**config.mk**
```make
export PLATFORM = sky130hd
export DESIGN_NAME = button_press_event_tracker_core_flat
export DESIGN_NICKNAME = d
export VERILOG_FILES = /design/src/design/bpet_pkg.sv /design/src/design/bpet_ifs.sv /design/src/design/bpet_lane.sv /design/src/design/button_press_event_tracker_core.sv /design/src/flat_wrapper.sv
export SDC_FILE = /design/constraint.sdc
export NUM_CORES = 2
export LEC_CHECK = 0
export BUFFER_PORTS_ARGS = -buffer_cell sky130_fd_sc_hd__buf_2
export CAP_MARGIN = 30
export CELL_PAD_IN_SITES_DETAIL_PLACEMENT = 0
export CELL_PAD_IN_SITES_GLOBAL_PLACEMENT = 1
export CORE_UTILIZATION = 37
export CTS_BUF_LIST = sky130_fd_sc_hd__clkbuf_16
export CTS_CLUSTER_SIZE = 20
export DETAILED_ROUTE_END_ITERATION = 10
export HOLD_SLACK_MARGIN = 0.02
export PLACE_DENSITY_LB_ADDON = 0.1
export SLEW_MARGIN = 20
export SYNTH_ARGS = -nofsm -noshare
export SYNTH_HDL_FRONTEND = slang
export SYNTH_SLANG_ARGS = --single-unit
```
**constraint.sdc**
```tcl
create_clock -name i_clk -period 3.51 [get_ports i_clk]
set_input_delay 0.5265 -clock i_clk [delete_from_list [all_inputs] [get_ports i_clk]]
set_output_delay 0.5265 -clock i_clk [all_outputs]
set_load 0.05 [all_outputs]
```
**src/design/bpet_pkg.sv**
```systemverilog
`timescale 1ns / 1ps
// Package for the button press event tracker.
// Holds sizes, command/select/register codes, flag bits and shared types.
package bpet_pkg;

    localparam int BUTTONS     = 6;
    localparam int COUNT_WIDTH = 16;
    localparam int IDX_W       = (BUTTONS > 1) ? $clog2(BUTTONS) : 1;
    localparam int LIM_W       = 8;
    localparam int HOLD_W      = LIM_W + 1;
    localparam int FLAG_W      = 6;

    localparam logic [1:0] CMD_TICK  = 2'd0;
    localparam logic [1:0] CMD_READ  = 2'd1;
    localparam logic [1:0] CMD_WRITE = 2'd2;
    localparam logic [1:0] CMD_SEED  = 2'd3;

    localparam logic [2:0] SEL_PRESS     = 3'd0;
    localparam logic [2:0] SEL_LONG      = 3'd1;
    localparam logic [2:0] SEL_SHORT_REL = 3'd2;
    localparam logic [2:0] SEL_LONG_REL  = 3'd3;
    localparam logic [2:0] SEL_REL       = 3'd4;
    localparam logic [2:0] SEL_FLAGS     = 3'd5;

    localparam logic [1:0] CFG_LONG_TICKS   = 2'd0;
    localparam logic [1:0] CFG_ABORT_MASK   = 2'd1;
    localparam logic [1:0] CFG_ABORT_BUTTON = 2'd2;

    localparam logic [7:0] RST_LONG_TICKS   = 8'd200;
    localparam logic [5:0] RST_ABORT_MASK   = 6'd2;
    localparam logic [2:0] RST_ABORT_BUTTON = 3'd0;

    localparam logic [FLAG_W-1:0] FL_PRESSED   = 6'h01;
    localparam logic [FLAG_W-1:0] FL_PRESS_EV  = 6'h02;
    localparam logic [FLAG_W-1:0] FL_LONG_EV   = 6'h04;
    localparam logic [FLAG_W-1:0] FL_SHORT_REL = 6'h08;
    localparam logic [FLAG_W-1:0] FL_LONG_REL  = 6'h10;
    localparam logic [FLAG_W-1:0] FL_RELEASED  = 6'h20;

    typedef logic [FLAG_W-1:0]      t_flags;
    typedef logic [COUNT_WIDTH-1:0] t_count;

    typedef struct packed {
        t_count press;
        t_count long_press;
        t_count short_rel;
        t_count long_rel;
        t_count rel;
    } t_cnt_set;

    typedef struct packed {
        logic             tick;
        logic             seed;
        logic             wr_en;
        logic             rd_clr;
        logic [2:0]       sel;
        logic [LIM_W-1:0] lim;
        logic [15:0]      wval;
    } t_lane_ctl;

endpackage

```
**src/design/bpet_ifs.sv**
```systemverilog
`timescale 1ns / 1ps
// Valid/ready channel interfaces for the button press event tracker.
// Input word channel and result word channel; no dependencies.
interface bpet_in_if;
    logic        valid;
    logic        ready;
    logic [1:0]  command;
    logic [5:0]  raw_pressed;
    logic [3:0]  button_index;
    logic [2:0]  counter_select;
    logic [15:0] write_value;
    logic        clear_press_count;

    modport source (output valid, command, raw_pressed, button_index, counter_select,
                    write_value, clear_press_count, input ready);
    modport sink   (input valid, command, raw_pressed, button_index, counter_select,
                    write_value, clear_press_count, output ready);
endinterface

interface bpet_out_if;
    logic        valid;
    logic        ready;
    logic [15:0] read_value;
    logic        pressed;
    logic        abort;
    logic        index_error;

    modport source (output valid, read_value, pressed, abort, index_error, input ready);
    modport sink   (input valid, read_value, pressed, abort, index_error, output ready);
endinterface

```
**src/design/bpet_lane.sv**
```systemverilog
`timescale 1ns / 1ps
// One button lane: hold timer, state flags and event counters.
// Depends on bpet_pkg.
module bpet_lane
    import bpet_pkg::*;
(
    input  logic      i_clk,
    input  logic      i_rst_n,
    input  t_lane_ctl i_ctl,
    input  logic      i_was,
    input  logic      i_now,
    input  logic      i_raw,
    output t_flags    o_flags,
    output t_flags    o_flags_nxt,
    output t_cnt_set  o_cnt
);

    logic [HOLD_W-1:0] r_hold, n_hold;
    t_flags            r_flags, n_flags;
    t_cnt_set          r_cnt, n_cnt;
    logic [HOLD_W-1:0] lim_ext;

    assign lim_ext = {1'b0, i_ctl.lim};

    always_comb begin
        n_hold  = r_hold;
        n_flags = r_flags;
        n_cnt   = r_cnt;
        if (i_ctl.seed) begin
            n_cnt = '0;
            if (i_raw) begin
                n_flags = FL_PRESSED;
                n_hold  = lim_ext + HOLD_W'(1);
            end else begin
                n_flags = FL_RELEASED;
                n_hold  = '0;
            end
        end else if (i_ctl.tick) begin
            if (i_now) begin
                if (!i_was) begin
                    n_hold      = '0;
                    n_flags     = FL_PRESSED | FL_PRESS_EV;
                    n_cnt.press = r_cnt.press + COUNT_WIDTH'(1);
                end else if (r_hold < lim_ext) begin
                    n_flags = FL_PRESSED;
                    n_hold  = r_hold + HOLD_W'(1);
                end else if (r_hold == lim_ext) begin
                    n_flags          = FL_PRESSED | FL_LONG_EV;
                    n_hold           = r_hold + HOLD_W'(1);
                    n_cnt.long_press = r_cnt.long_press + COUNT_WIDTH'(1);
                end else begin
                    n_flags = FL_PRESSED;
                end
            end else if (i_was) begin
                if (r_hold >= lim_ext) begin
                    n_flags        = FL_RELEASED | FL_LONG_REL;
                    n_cnt.long_rel = r_cnt.long_rel + COUNT_WIDTH'(1);
                end else begin
                    n_flags         = FL_RELEASED | FL_SHORT_REL;
                    n_cnt.short_rel = r_cnt.short_rel + COUNT_WIDTH'(1);
                end
                n_cnt.rel = r_cnt.rel + COUNT_WIDTH'(1);
            end else begin
                n_flags = FL_RELEASED;
            end
        end else if (i_ctl.wr_en) begin
            case (i_ctl.sel)
                SEL_PRESS:     n_cnt.press      = COUNT_WIDTH'(i_ctl.wval);
                SEL_LONG:      n_cnt.long_press = COUNT_WIDTH'(i_ctl.wval);
                SEL_SHORT_REL: n_cnt.short_rel  = COUNT_WIDTH'(i_ctl.wval);
                SEL_LONG_REL:  n_cnt.long_rel   = COUNT_WIDTH'(i_ctl.wval);
                SEL_REL:       n_cnt.rel        = COUNT_WIDTH'(i_ctl.wval);
                SEL_FLAGS:     n_flags          = i_ctl.wval[FLAG_W-1:0];
                default:       n_flags          = r_flags;
            endcase
        end else if (i_ctl.rd_clr) begin
            n_cnt.press = '0;
        end
    end

    always_ff @(posedge i_clk) begin
        if (!i_rst_n) begin
            r_hold  <= '0;
            r_flags <= FL_RELEASED;
            r_cnt   <= '0;
        end else begin
            r_hold  <= n_hold;
            r_flags <= n_flags;
            r_cnt   <= n_cnt;
        end
    end

    assign o_flags     = r_flags;
    assign o_flags_nxt = n_flags;
    assign o_cnt       = r_cnt;

endmodule

```
**src/design/button_press_event_tracker_core.sv**
```systemverilog
`timescale 1ns / 1ps
// Top level of the button press event tracker: input register, debounce,
// per-button lanes, result register. Depends on bpet_pkg, bpet_ifs, bpet_lane.
//
// Takes one command word per clock while the sink keeps up and returns exactly
// one result word per command. A word is held in the input register, where the
// debounce, lane state update and read mux run combinationally, and its result
// is loaded into the output register, which presents the result word; a stalled
// sink holds both registers, and one word per cycle is sustained while the sink
// keeps up. Configuration writes take effect at the next edge and must only be
// issued while no command is in flight.
module button_press_event_tracker_core
    import bpet_pkg::*;
(
    input  logic        i_clk,
    input  logic        i_rst_n,
    input  logic        i_cfg_we,
    input  logic [1:0]  i_cfg_idx,
    input  logic [7:0]  i_cfg_data,
    bpet_in_if.sink     i_in_word,
    bpet_out_if.source  o_out_word
);

    logic [LIM_W-1:0] r_lim;
    logic [5:0]       r_abort_mask;
    logic [2:0]       r_abort_btn;

    logic        r_in_valid;
    logic [1:0]  r_cmd;
    logic [5:0]  r_raw;
    logic [3:0]  r_idx;
    logic [2:0]  r_sel;
    logic [15:0] r_wval;
    logic        r_clr;

    logic        r_init, n_init;
    logic [5:0]  r_prev_raw, n_prev_raw;
    logic [5:0]  r_deb, n_deb;

    logic        r_out_valid;
    logic [15:0] r_rd_val, n_rd_val;
    logic        r_pressed, n_pressed;
    logic        r_abort, n_abort;
    logic        r_idx_err, n_idx_err;

    logic        adv, fire, idx_ok, acc_ok;
    logic [IDX_W-1:0] lane_idx;
    t_lane_ctl   lane_ctl [BUTTONS];
    t_flags      lane_flags [BUTTONS];
    t_flags      lane_flags_nxt [BUTTONS];
    t_cnt_set    lane_cnt [BUTTONS];
    t_flags      ab_flags;
    t_cnt_set    sel_cnt;
    t_flags      sel_flags;

    assign adv               = !r_out_valid || o_out_word.ready;
    assign fire              = r_in_valid && adv;
    assign i_in_word.ready   = !r_in_valid || adv;

    always_ff @(posedge i_clk) begin
        if (!i_rst_n) begin
            r_lim        <= RST_LONG_TICKS;
            r_abort_mask <= RST_ABORT_MASK;
            r_abort_btn  <= RST_ABORT_BUTTON;
        end else if (i_cfg_we) begin
            case (i_cfg_idx)
                CFG_LONG_TICKS:   r_lim        <= i_cfg_data;
                CFG_ABORT_MASK:   r_abort_mask <= i_cfg_data[5:0];
                CFG_ABORT_BUTTON: r_abort_btn  <= i_cfg_data[2:0];
                default:          r_lim        <= r_lim;
            endcase
        end
    end

    always_ff @(posedge i_clk) begin
        if (!i_rst_n) begin
            r_in_valid <= 1'b0;
        end else if (i_in_word.ready) begin
            r_in_valid <= i_in_word.valid;
        end
    end

    always_ff @(posedge i_clk) begin
        if (i_in_word.valid && i_in_word.ready) begin
            r_cmd  <= i_in_word.command;
            r_raw  <= i_in_word.raw_pressed;
            r_idx  <= i_in_word.button_index;
            r_sel  <= i_in_word.counter_select;
            r_wval <= i_in_word.write_value;
            r_clr  <= i_in_word.clear_press_count;
        end
    end

    assign idx_ok   = (r_idx < 4'(BUTTONS));
    assign acc_ok   = idx_ok && r_init;
    assign lane_idx = r_idx[IDX_W-1:0];

    always_comb begin
        n_init     = r_init;
        n_prev_raw = r_prev_raw;
        n_deb      = r_deb;
        if (fire && r_cmd == CMD_SEED) begin
            n_init     = 1'b1;
            n_prev_raw = r_raw;
            n_deb      = r_raw;
        end else if (fire && r_cmd == CMD_TICK && r_init) begin
            n_prev_raw = r_raw;
            n_deb      = (r_deb & (r_raw ^ r_prev_raw)) | (r_raw & ~(r_raw ^ r_prev_raw));
        end
    end

    for (genvar b = 0; b < BUTTONS; b++) begin : g_lane
        always_comb begin
            lane_ctl[b].tick   = fire && r_cmd == CMD_TICK && r_init;
            lane_ctl[b].seed   = fire && r_cmd == CMD_SEED;
            lane_ctl[b].wr_en  = fire && r_cmd == CMD_WRITE && acc_ok &&
                                 lane_idx == IDX_W'(b);
            lane_ctl[b].rd_clr = fire && r_cmd == CMD_READ && acc_ok && r_clr &&
                                 lane_idx == IDX_W'(b);
            lane_ctl[b].sel    = r_sel;
            lane_ctl[b].lim    = r_lim;
            lane_ctl[b].wval   = r_wval;
        end

        bpet_lane u_lane (
            .i_clk       (i_clk),
            .i_rst_n     (i_rst_n),
            .i_ctl       (lane_ctl[b]),
            .i_was       (r_deb[b]),
            .i_now       (n_deb[b]),
            .i_raw       (r_raw[b]),
            .o_flags     (lane_flags[b]),
            .o_flags_nxt (lane_flags_nxt[b]),
            .o_cnt       (lane_cnt[b])
        );
    end

    always_comb begin
        ab_flags  = '0;
        sel_cnt   = '0;
        sel_flags = '0;
        if (r_abort_btn < 3'(BUTTONS)) begin
            ab_flags = lane_flags_nxt[r_abort_btn[IDX_W-1:0]];
        end
        if (idx_ok) begin
            sel_cnt   = lane_cnt[lane_idx];
            sel_flags = lane_flags[lane_idx];
        end
    end

    always_comb begin
        n_rd_val  = '0;
        n_pressed = 1'b0;
        n_abort   = 1'b0;
        n_idx_err = 1'b0;
        case (r_cmd)
            CMD_TICK: begin
                n_abort = r_init && |(ab_flags & r_abort_mask);
            end
            CMD_READ: begin
                n_idx_err = !idx_ok;
                if (acc_ok) begin
                    n_pressed = sel_flags[0];
                    case (r_sel)
                        SEL_PRESS:     n_rd_val = 16'(sel_cnt.press);
                        SEL_LONG:      n_rd_val = 16'(sel_cnt.long_press);
                        SEL_SHORT_REL: n_rd_val = 16'(sel_cnt.short_rel);
                        SEL_LONG_REL:  n_rd_val = 16'(sel_cnt.long_rel);
                        SEL_REL:       n_rd_val = 16'(sel_cnt.rel);
                        SEL_FLAGS:     n_rd_val = 16'(sel_flags);
                        default:       n_rd_val = '0;
                    endcase
                end
            end
            CMD_WRITE: begin
                n_idx_err = !idx_ok;
            end
            default: begin
                n_idx_err = 1'b0;
            end
        endcase
    end

    always_ff @(posedge i_clk) begin
        if (!i_rst_n) begin
            r_init      <= 1'b0;
            r_prev_raw  <= '0;
            r_deb       <= '0;
            r_out_valid <= 1'b0;
        end else begin
            r_init     <= n_init;
            r_prev_raw <= n_prev_raw;
            r_deb      <= n_deb;
            if (adv) begin
                r_out_valid <= r_in_valid;
            end
        end
    end

    always_ff @(posedge i_clk) begin
        if (fire) begin
            r_rd_val  <= n_rd_val;
            r_pressed <= n_pressed;
            r_abort   <= n_abort;
            r_idx_err <= n_idx_err;
        end
    end

    assign o_out_word.valid       = r_out_valid;
    assign o_out_word.read_value  = r_rd_val;
    assign o_out_word.pressed     = r_pressed;
    assign o_out_word.abort       = r_abort;
    assign o_out_word.index_error = r_idx_err;

endmodule

```
**src/flat_wrapper.sv**
```systemverilog
// flat-port wrapper written by rule: the top's interface ports become plain ports
module button_press_event_tracker_core_flat import bpet_pkg::*;
  (i_clk, i_rst_n, i_cfg_we, i_cfg_idx, i_cfg_data, i_in_word_valid, i_in_word_command, i_in_word_raw_pressed, i_in_word_button_index, i_in_word_counter_select, i_in_word_write_value, i_in_word_clear_press_count, i_in_word_ready, o_out_word_valid, o_out_word_read_value, o_out_word_pressed, o_out_word_abort, o_out_word_index_error, o_out_word_ready);
  bpet_in_if i_in_word_i ();
  bpet_out_if o_out_word_i ();
  input  logic i_clk;
  input  logic i_rst_n;
  input  logic i_cfg_we;
  input  logic [1:0] i_cfg_idx;
  input  logic [7:0] i_cfg_data;
  input wire logic [$bits(i_in_word_i.valid)-1:0] i_in_word_valid;
  input wire logic [$bits(i_in_word_i.command)-1:0] i_in_word_command;
  input wire logic [$bits(i_in_word_i.raw_pressed)-1:0] i_in_word_raw_pressed;
  input wire logic [$bits(i_in_word_i.button_index)-1:0] i_in_word_button_index;
  input wire logic [$bits(i_in_word_i.counter_select)-1:0] i_in_word_counter_select;
  input wire logic [$bits(i_in_word_i.write_value)-1:0] i_in_word_write_value;
  input wire logic [$bits(i_in_word_i.clear_press_count)-1:0] i_in_word_clear_press_count;
  output wire logic [$bits(i_in_word_i.ready)-1:0] i_in_word_ready;
  output wire logic [$bits(o_out_word_i.valid)-1:0] o_out_word_valid;
  output wire logic [$bits(o_out_word_i.read_value)-1:0] o_out_word_read_value;
  output wire logic [$bits(o_out_word_i.pressed)-1:0] o_out_word_pressed;
  output wire logic [$bits(o_out_word_i.abort)-1:0] o_out_word_abort;
  output wire logic [$bits(o_out_word_i.index_error)-1:0] o_out_word_index_error;
  input wire logic [$bits(o_out_word_i.ready)-1:0] o_out_word_ready;
  assign i_in_word_i.valid = i_in_word_valid;
  assign i_in_word_i.command = i_in_word_command;
  assign i_in_word_i.raw_pressed = i_in_word_raw_pressed;
  assign i_in_word_i.button_index = i_in_word_button_index;
  assign i_in_word_i.counter_select = i_in_word_counter_select;
  assign i_in_word_i.write_value = i_in_word_write_value;
  assign i_in_word_i.clear_press_count = i_in_word_clear_press_count;
  assign i_in_word_ready = i_in_word_i.ready;
  assign o_out_word_valid = o_out_word_i.valid;
  assign o_out_word_read_value = o_out_word_i.read_value;
  assign o_out_word_pressed = o_out_word_i.pressed;
  assign o_out_word_abort = o_out_word_i.abort;
  assign o_out_word_index_error = o_out_word_i.index_error;
  assign o_out_word_i.ready = o_out_word_ready;
  button_press_event_tracker_core u_core (.i_clk(i_clk), .i_rst_n(i_rst_n), .i_cfg_we(i_cfg_we), .i_cfg_idx(i_cfg_idx), .i_cfg_data(i_cfg_data), .i_in_word(i_in_word_i), .o_out_word(o_out_word_i));
endmodule
```
==> impl_metrics.sql <==
INSERT INTO impl_metrics (metric_group, metric, value, unit) VALUES
('synth', 'synth_ff_type', 'dfxtp_1', ''),
('route', 'final_antenna_net_count', '0', ''),
('floorplan', 'num_rows', '121', ''),
('clock_tree', 'cts_hold_buf', '28', ''),
('worst_hold_path', 'worstHoldPathType', 'input pin to register', ''),
('worst_setup_path', 'critPathBufInv', '3', ''),
('worst_setup_path', 'rr_endpoint', 'u_core.g_lane[5].u_lane.o_cnt[43]', ''),
('placement', 'port-buffer-count', '67', ''),
('route', 'wl_per_cell', '27.0', 'um'),
('sta', 'slew_viol_final', '0', ''),
('job', 'drv.max_cap_violation_count', '0', ''),
('synth', 'mappedNetlistNets', '5388', ''),
('route', 'vias_per_cell', '6.28', ''),
('layout', 'nets', '5419', ''),
('clock_tree', 'cts_tree', 'built', ''),
('clock_tree', 'cts.repair.resized', '0', ''),
('worst_hold_path', 'min_to', 'u_core.r_wval[10]', ''),
('worst_setup_path', 'timing.critical_path.required', '4.05', 'ns'),
('worst_setup_path', 'critPathArrivalTime', '3.86', 'ns'),
('global_route', 'grt_first_pass_wirelength', '272', 'mm'),
('worst_setup_path', 'critical_path.max_fanout', '32', ''),
('clock_tree', 'cts_root_buffer', 'clkbuf_16', ''),
('worst_setup_path', 'worstSetupEndpointType', 'register', ''),
('run_status', 'status', 'finished, final reports clean', ''),
('clock_tree', 'worst_setup_hold_path_clk_slew', '0.06', 'ns'),
('sta', 'slew-limit-headroom', '30.7', '%'),
('worst_setup_path', 'cp_slowest_cell', 'a21oi_1', ''),
('synth', 'number_of_instances_in_the_synthesized_netlist', '5252', ''),
('global_route', 'via_count_of_the_first_global_routing_pass', '39400', ''),
('layout', 'fin_cells', '6833', ''),
('clock_tree', 'h-tree-depth', '3', ''),
('synth', 'seq_area_frac_synth', '33.3', '%'),
('floorplan', 'coreArea', '109000', 'sq um'),
('synth', 'ys_ff_latch', '653', ''),
('sta', 'measured_slew_at_the_worst_slew_check_pin', '1.03', 'ns'),
('sta', 'report.final.hold_viol_count', '0', ''),
('global_route', 'grt_start_max_net_pins', '83', ''),
('power', 'power.density', '381', 'nW/um^2'),
('route', 'detail_route.wirelength', '184', 'mm'),
('sta', 'post-route-period-util', '94.5', '%'),
('sta', 'fin_worst_hold_slack', '0.0538', 'ns'),
('clock_tree', 'cts_buffers', '84', ''),
('synth', 'synthTopCellsByArea', 'dfxtp_1, o21ai_0, a21oi_1', ''),
('worst_setup_path', 'max_stage_delay', '0.59', 'ns'),
('worst_setup_path', 'setup.worst_path.start_class', 'register', ''),
('global_route', 'grt_remaining_overflow', '0', ''),
('floorplan', 'start_util', '37.4', '%'),
('route', 'detail_route.first_pass.iterations', '6', ''),
('worst_setup_path', 'timing.critical_path.max_delay_family', 'compound AO/OA/AOI/OAI gates', ''),
('synth', 'synthDistinctLibCells', '98', ''),
('floorplan', 'floorplan.io_pins', '68', ''),
('synth', 'syn_area_per_cell', '7.77', 'sq um'),
('sta', 'final_setup_violation_count', '0', ''),
('floorplan', 'floorplan.die.height', '334', 'um'),
('layout', 'layout.filler_cells', '11100', ''),
('layout', 'register_area', '13600', 'sq um'),
('placement', 'hpwlAfterDp', '130', 'mm'),
('layout', 'areaGrowthSynthToFinish', '14.8', '%'),
('worst_hold_path', 'hold_depth', '1', ''),
('sta', 'rsz0062_at_grt', 'false', ''),
('synth', 'synth_edf_count', '51', ''),
('worst_setup_path', 'r2r-start', 'u_core.r_lim[2]', ''),
('route', 'dr_total_vias', '42900', ''),
('clock_tree', 'clock-sinks', '653', ''),
('power', 'static-leakage-power', '15.5', 'nW'),
('route', 'number_of_remaining_drc_errors', '0', ''),
('layout', 'postLayoutCoreUtil', '42.9', '%'),
('synth', 'asyncSetResetFlopFracSynth', '0', '%'),
('worst_setup_path', 'setup_cp_type', 'register to register', ''),
('sta', 'max_freq', '301', 'MHz'),
('worst_setup_path', 'reg2reg_setup_slack', '0.19', 'ns');
-- Yosys cell counts (40+ instances only) --
library cell,n
a211oi_1,252
a21oi_1,531
a22oi_1,56
a311oi_1,54
a31oi_1,48
and2_1,45
and3_1,128
buf_2,133
clkbuf_1,232
dfxtp_1,602
edfxtp_1,51
ha_1,89
inv_1,106
mux2i_1,123
mux4_2,86
nand2_1,625
nand3_1,257
nand4_1,41
nor2_1,366
nor3_1,74
nor3b_1,47
o21ai_0,756
o221ai_1,40
-- final cells by class --
type / count / area share [%]
Antenna cell: 2 / 0.0107
Clock buffer: 87 / 4.64
Clock inverter: 71 / 0.993
Inverter: 108 / 0.865
Multi-Input combinational cell: 4085 / 53.8
Sequential cell: 653 / 29.0
Tap cell: 1476 / 3.94
Timing Repair Buffer: 351 / 6.79
-- layer usage --
metal / up-vias / global-route usage (%) / part of all wire (%) / wire length (um)
met5: - / 0 / 0.022 / 41
met4: 6 / 15.4 / 5.2 / 9640
met3: 396 / 4.57 / 7.3 / 13500
met2: 1831 / 49.1 / 43 / 80000
met1: 20900 / 44.5 / 44 / 81000
li1: 19700 / - / - / -
-- layout by cell type (no fill, tap or decap), types with 23 or more instances in the layout --
cell type	instances
a21oi_1	530
inv_1	122
nor3_1	73
mux4_2	86
nand3_1	256
o211ai_1	24
clkinv_1	27
buf_4	204
clkbuf_16	87
o22ai_1	31
a21o_1	26
nor2_1	362
ha_1	89
and3_1	127
a22oi_1	56
dlygate4sd3_1	28
a311oi_1	54
o32ai_1	24
and2_1	42
nor3b_1	45
mux2i_1	123
dfxtp_1	602
nand2_1	620
a31oi_1	48
buf_12	51
nand4_1	41
a221oi_1	32
o21ai_0	755
xor2_1	25
buf_2	67
edfxtp_1	51
o221ai_1	40
xnor2_1	23
a211oi_1	252
a2111oi_0	32
-- worst register-to-register path, delay by kind of cell (launching register included) --
kind,cells,cell delay [ns]
AO/OA/AOI/OAI,5,1.57
buffers and inverters,3,0.48
AND/OR/NAND/NOR,3,0.46
adder cells (fa/ha/maj),1,0.30
flip-flops,1,0.39
-- state kept, by name, summed over array words and instances, names as in the netlist, 8 cells and up --
signal                        count
u_core.o_out_word.read_value     16
u_core.g_lane.u_lane.o_cnt      480
u_core.r_lim                      8
u_core.r_wval                    16
u_core.g_lane.u_lane.o_flags     36
u_core.g_lane.u_lane.r_hold      54
-- worst max-delay path by stage --
stage                                   endpoint  cells after the start                    start  slack, ns
2_1_floorplan            u_core.o_out_word.abort                     10  u_core.o_out_word.valid       0.69
3_3_place_gp   u_core.g_lane[2].u_lane.o_cnt[67]                      9         o_out_word_ready       0.14
3_5_place_dp   u_core.g_lane[5].u_lane.o_cnt[43]                     12         o_out_word_ready       0.21
4_1_cts        u_core.g_lane[5].u_lane.o_cnt[43]                     12          u_core.r_lim[2]       0.27
5_1_grt        u_core.g_lane[5].u_lane.o_cnt[43]                     12          u_core.r_cmd[0]       0.02
6_report       u_core.g_lane[5].u_lane.o_cnt[43]                     12          u_core.r_lim[2]       0.19
-- cells by family after synthesis --
kind of cell | share of synthesized area, %
XOR/XNOR | 1.03
flip-flops | 33.3
buffers and inverters | 5.33
adder cells (fa/ha/maj) | 2.75
AO/OA/AOI/OAI | 30.3
AND/OR/NAND/NOR | 19.5
multiplexers | 7.90
-- per-stage QoR --
step	total power, mW	setup WS (ns)
floorplan	8.59	0.690
global placement	9.33	0.139
detailed placement	9.33	0.205
CTS	17.9	0.273
global route	18.3	0.0169
finish	17.9	0.191
-- power by group --
part	switching, mW	total [mW]	internal [mW]
registers	0.104	7.67	7.57
clock network	3.77	8.62	4.84
logic	1.11	1.56	0.455
(Power assumes the default switching activity.)
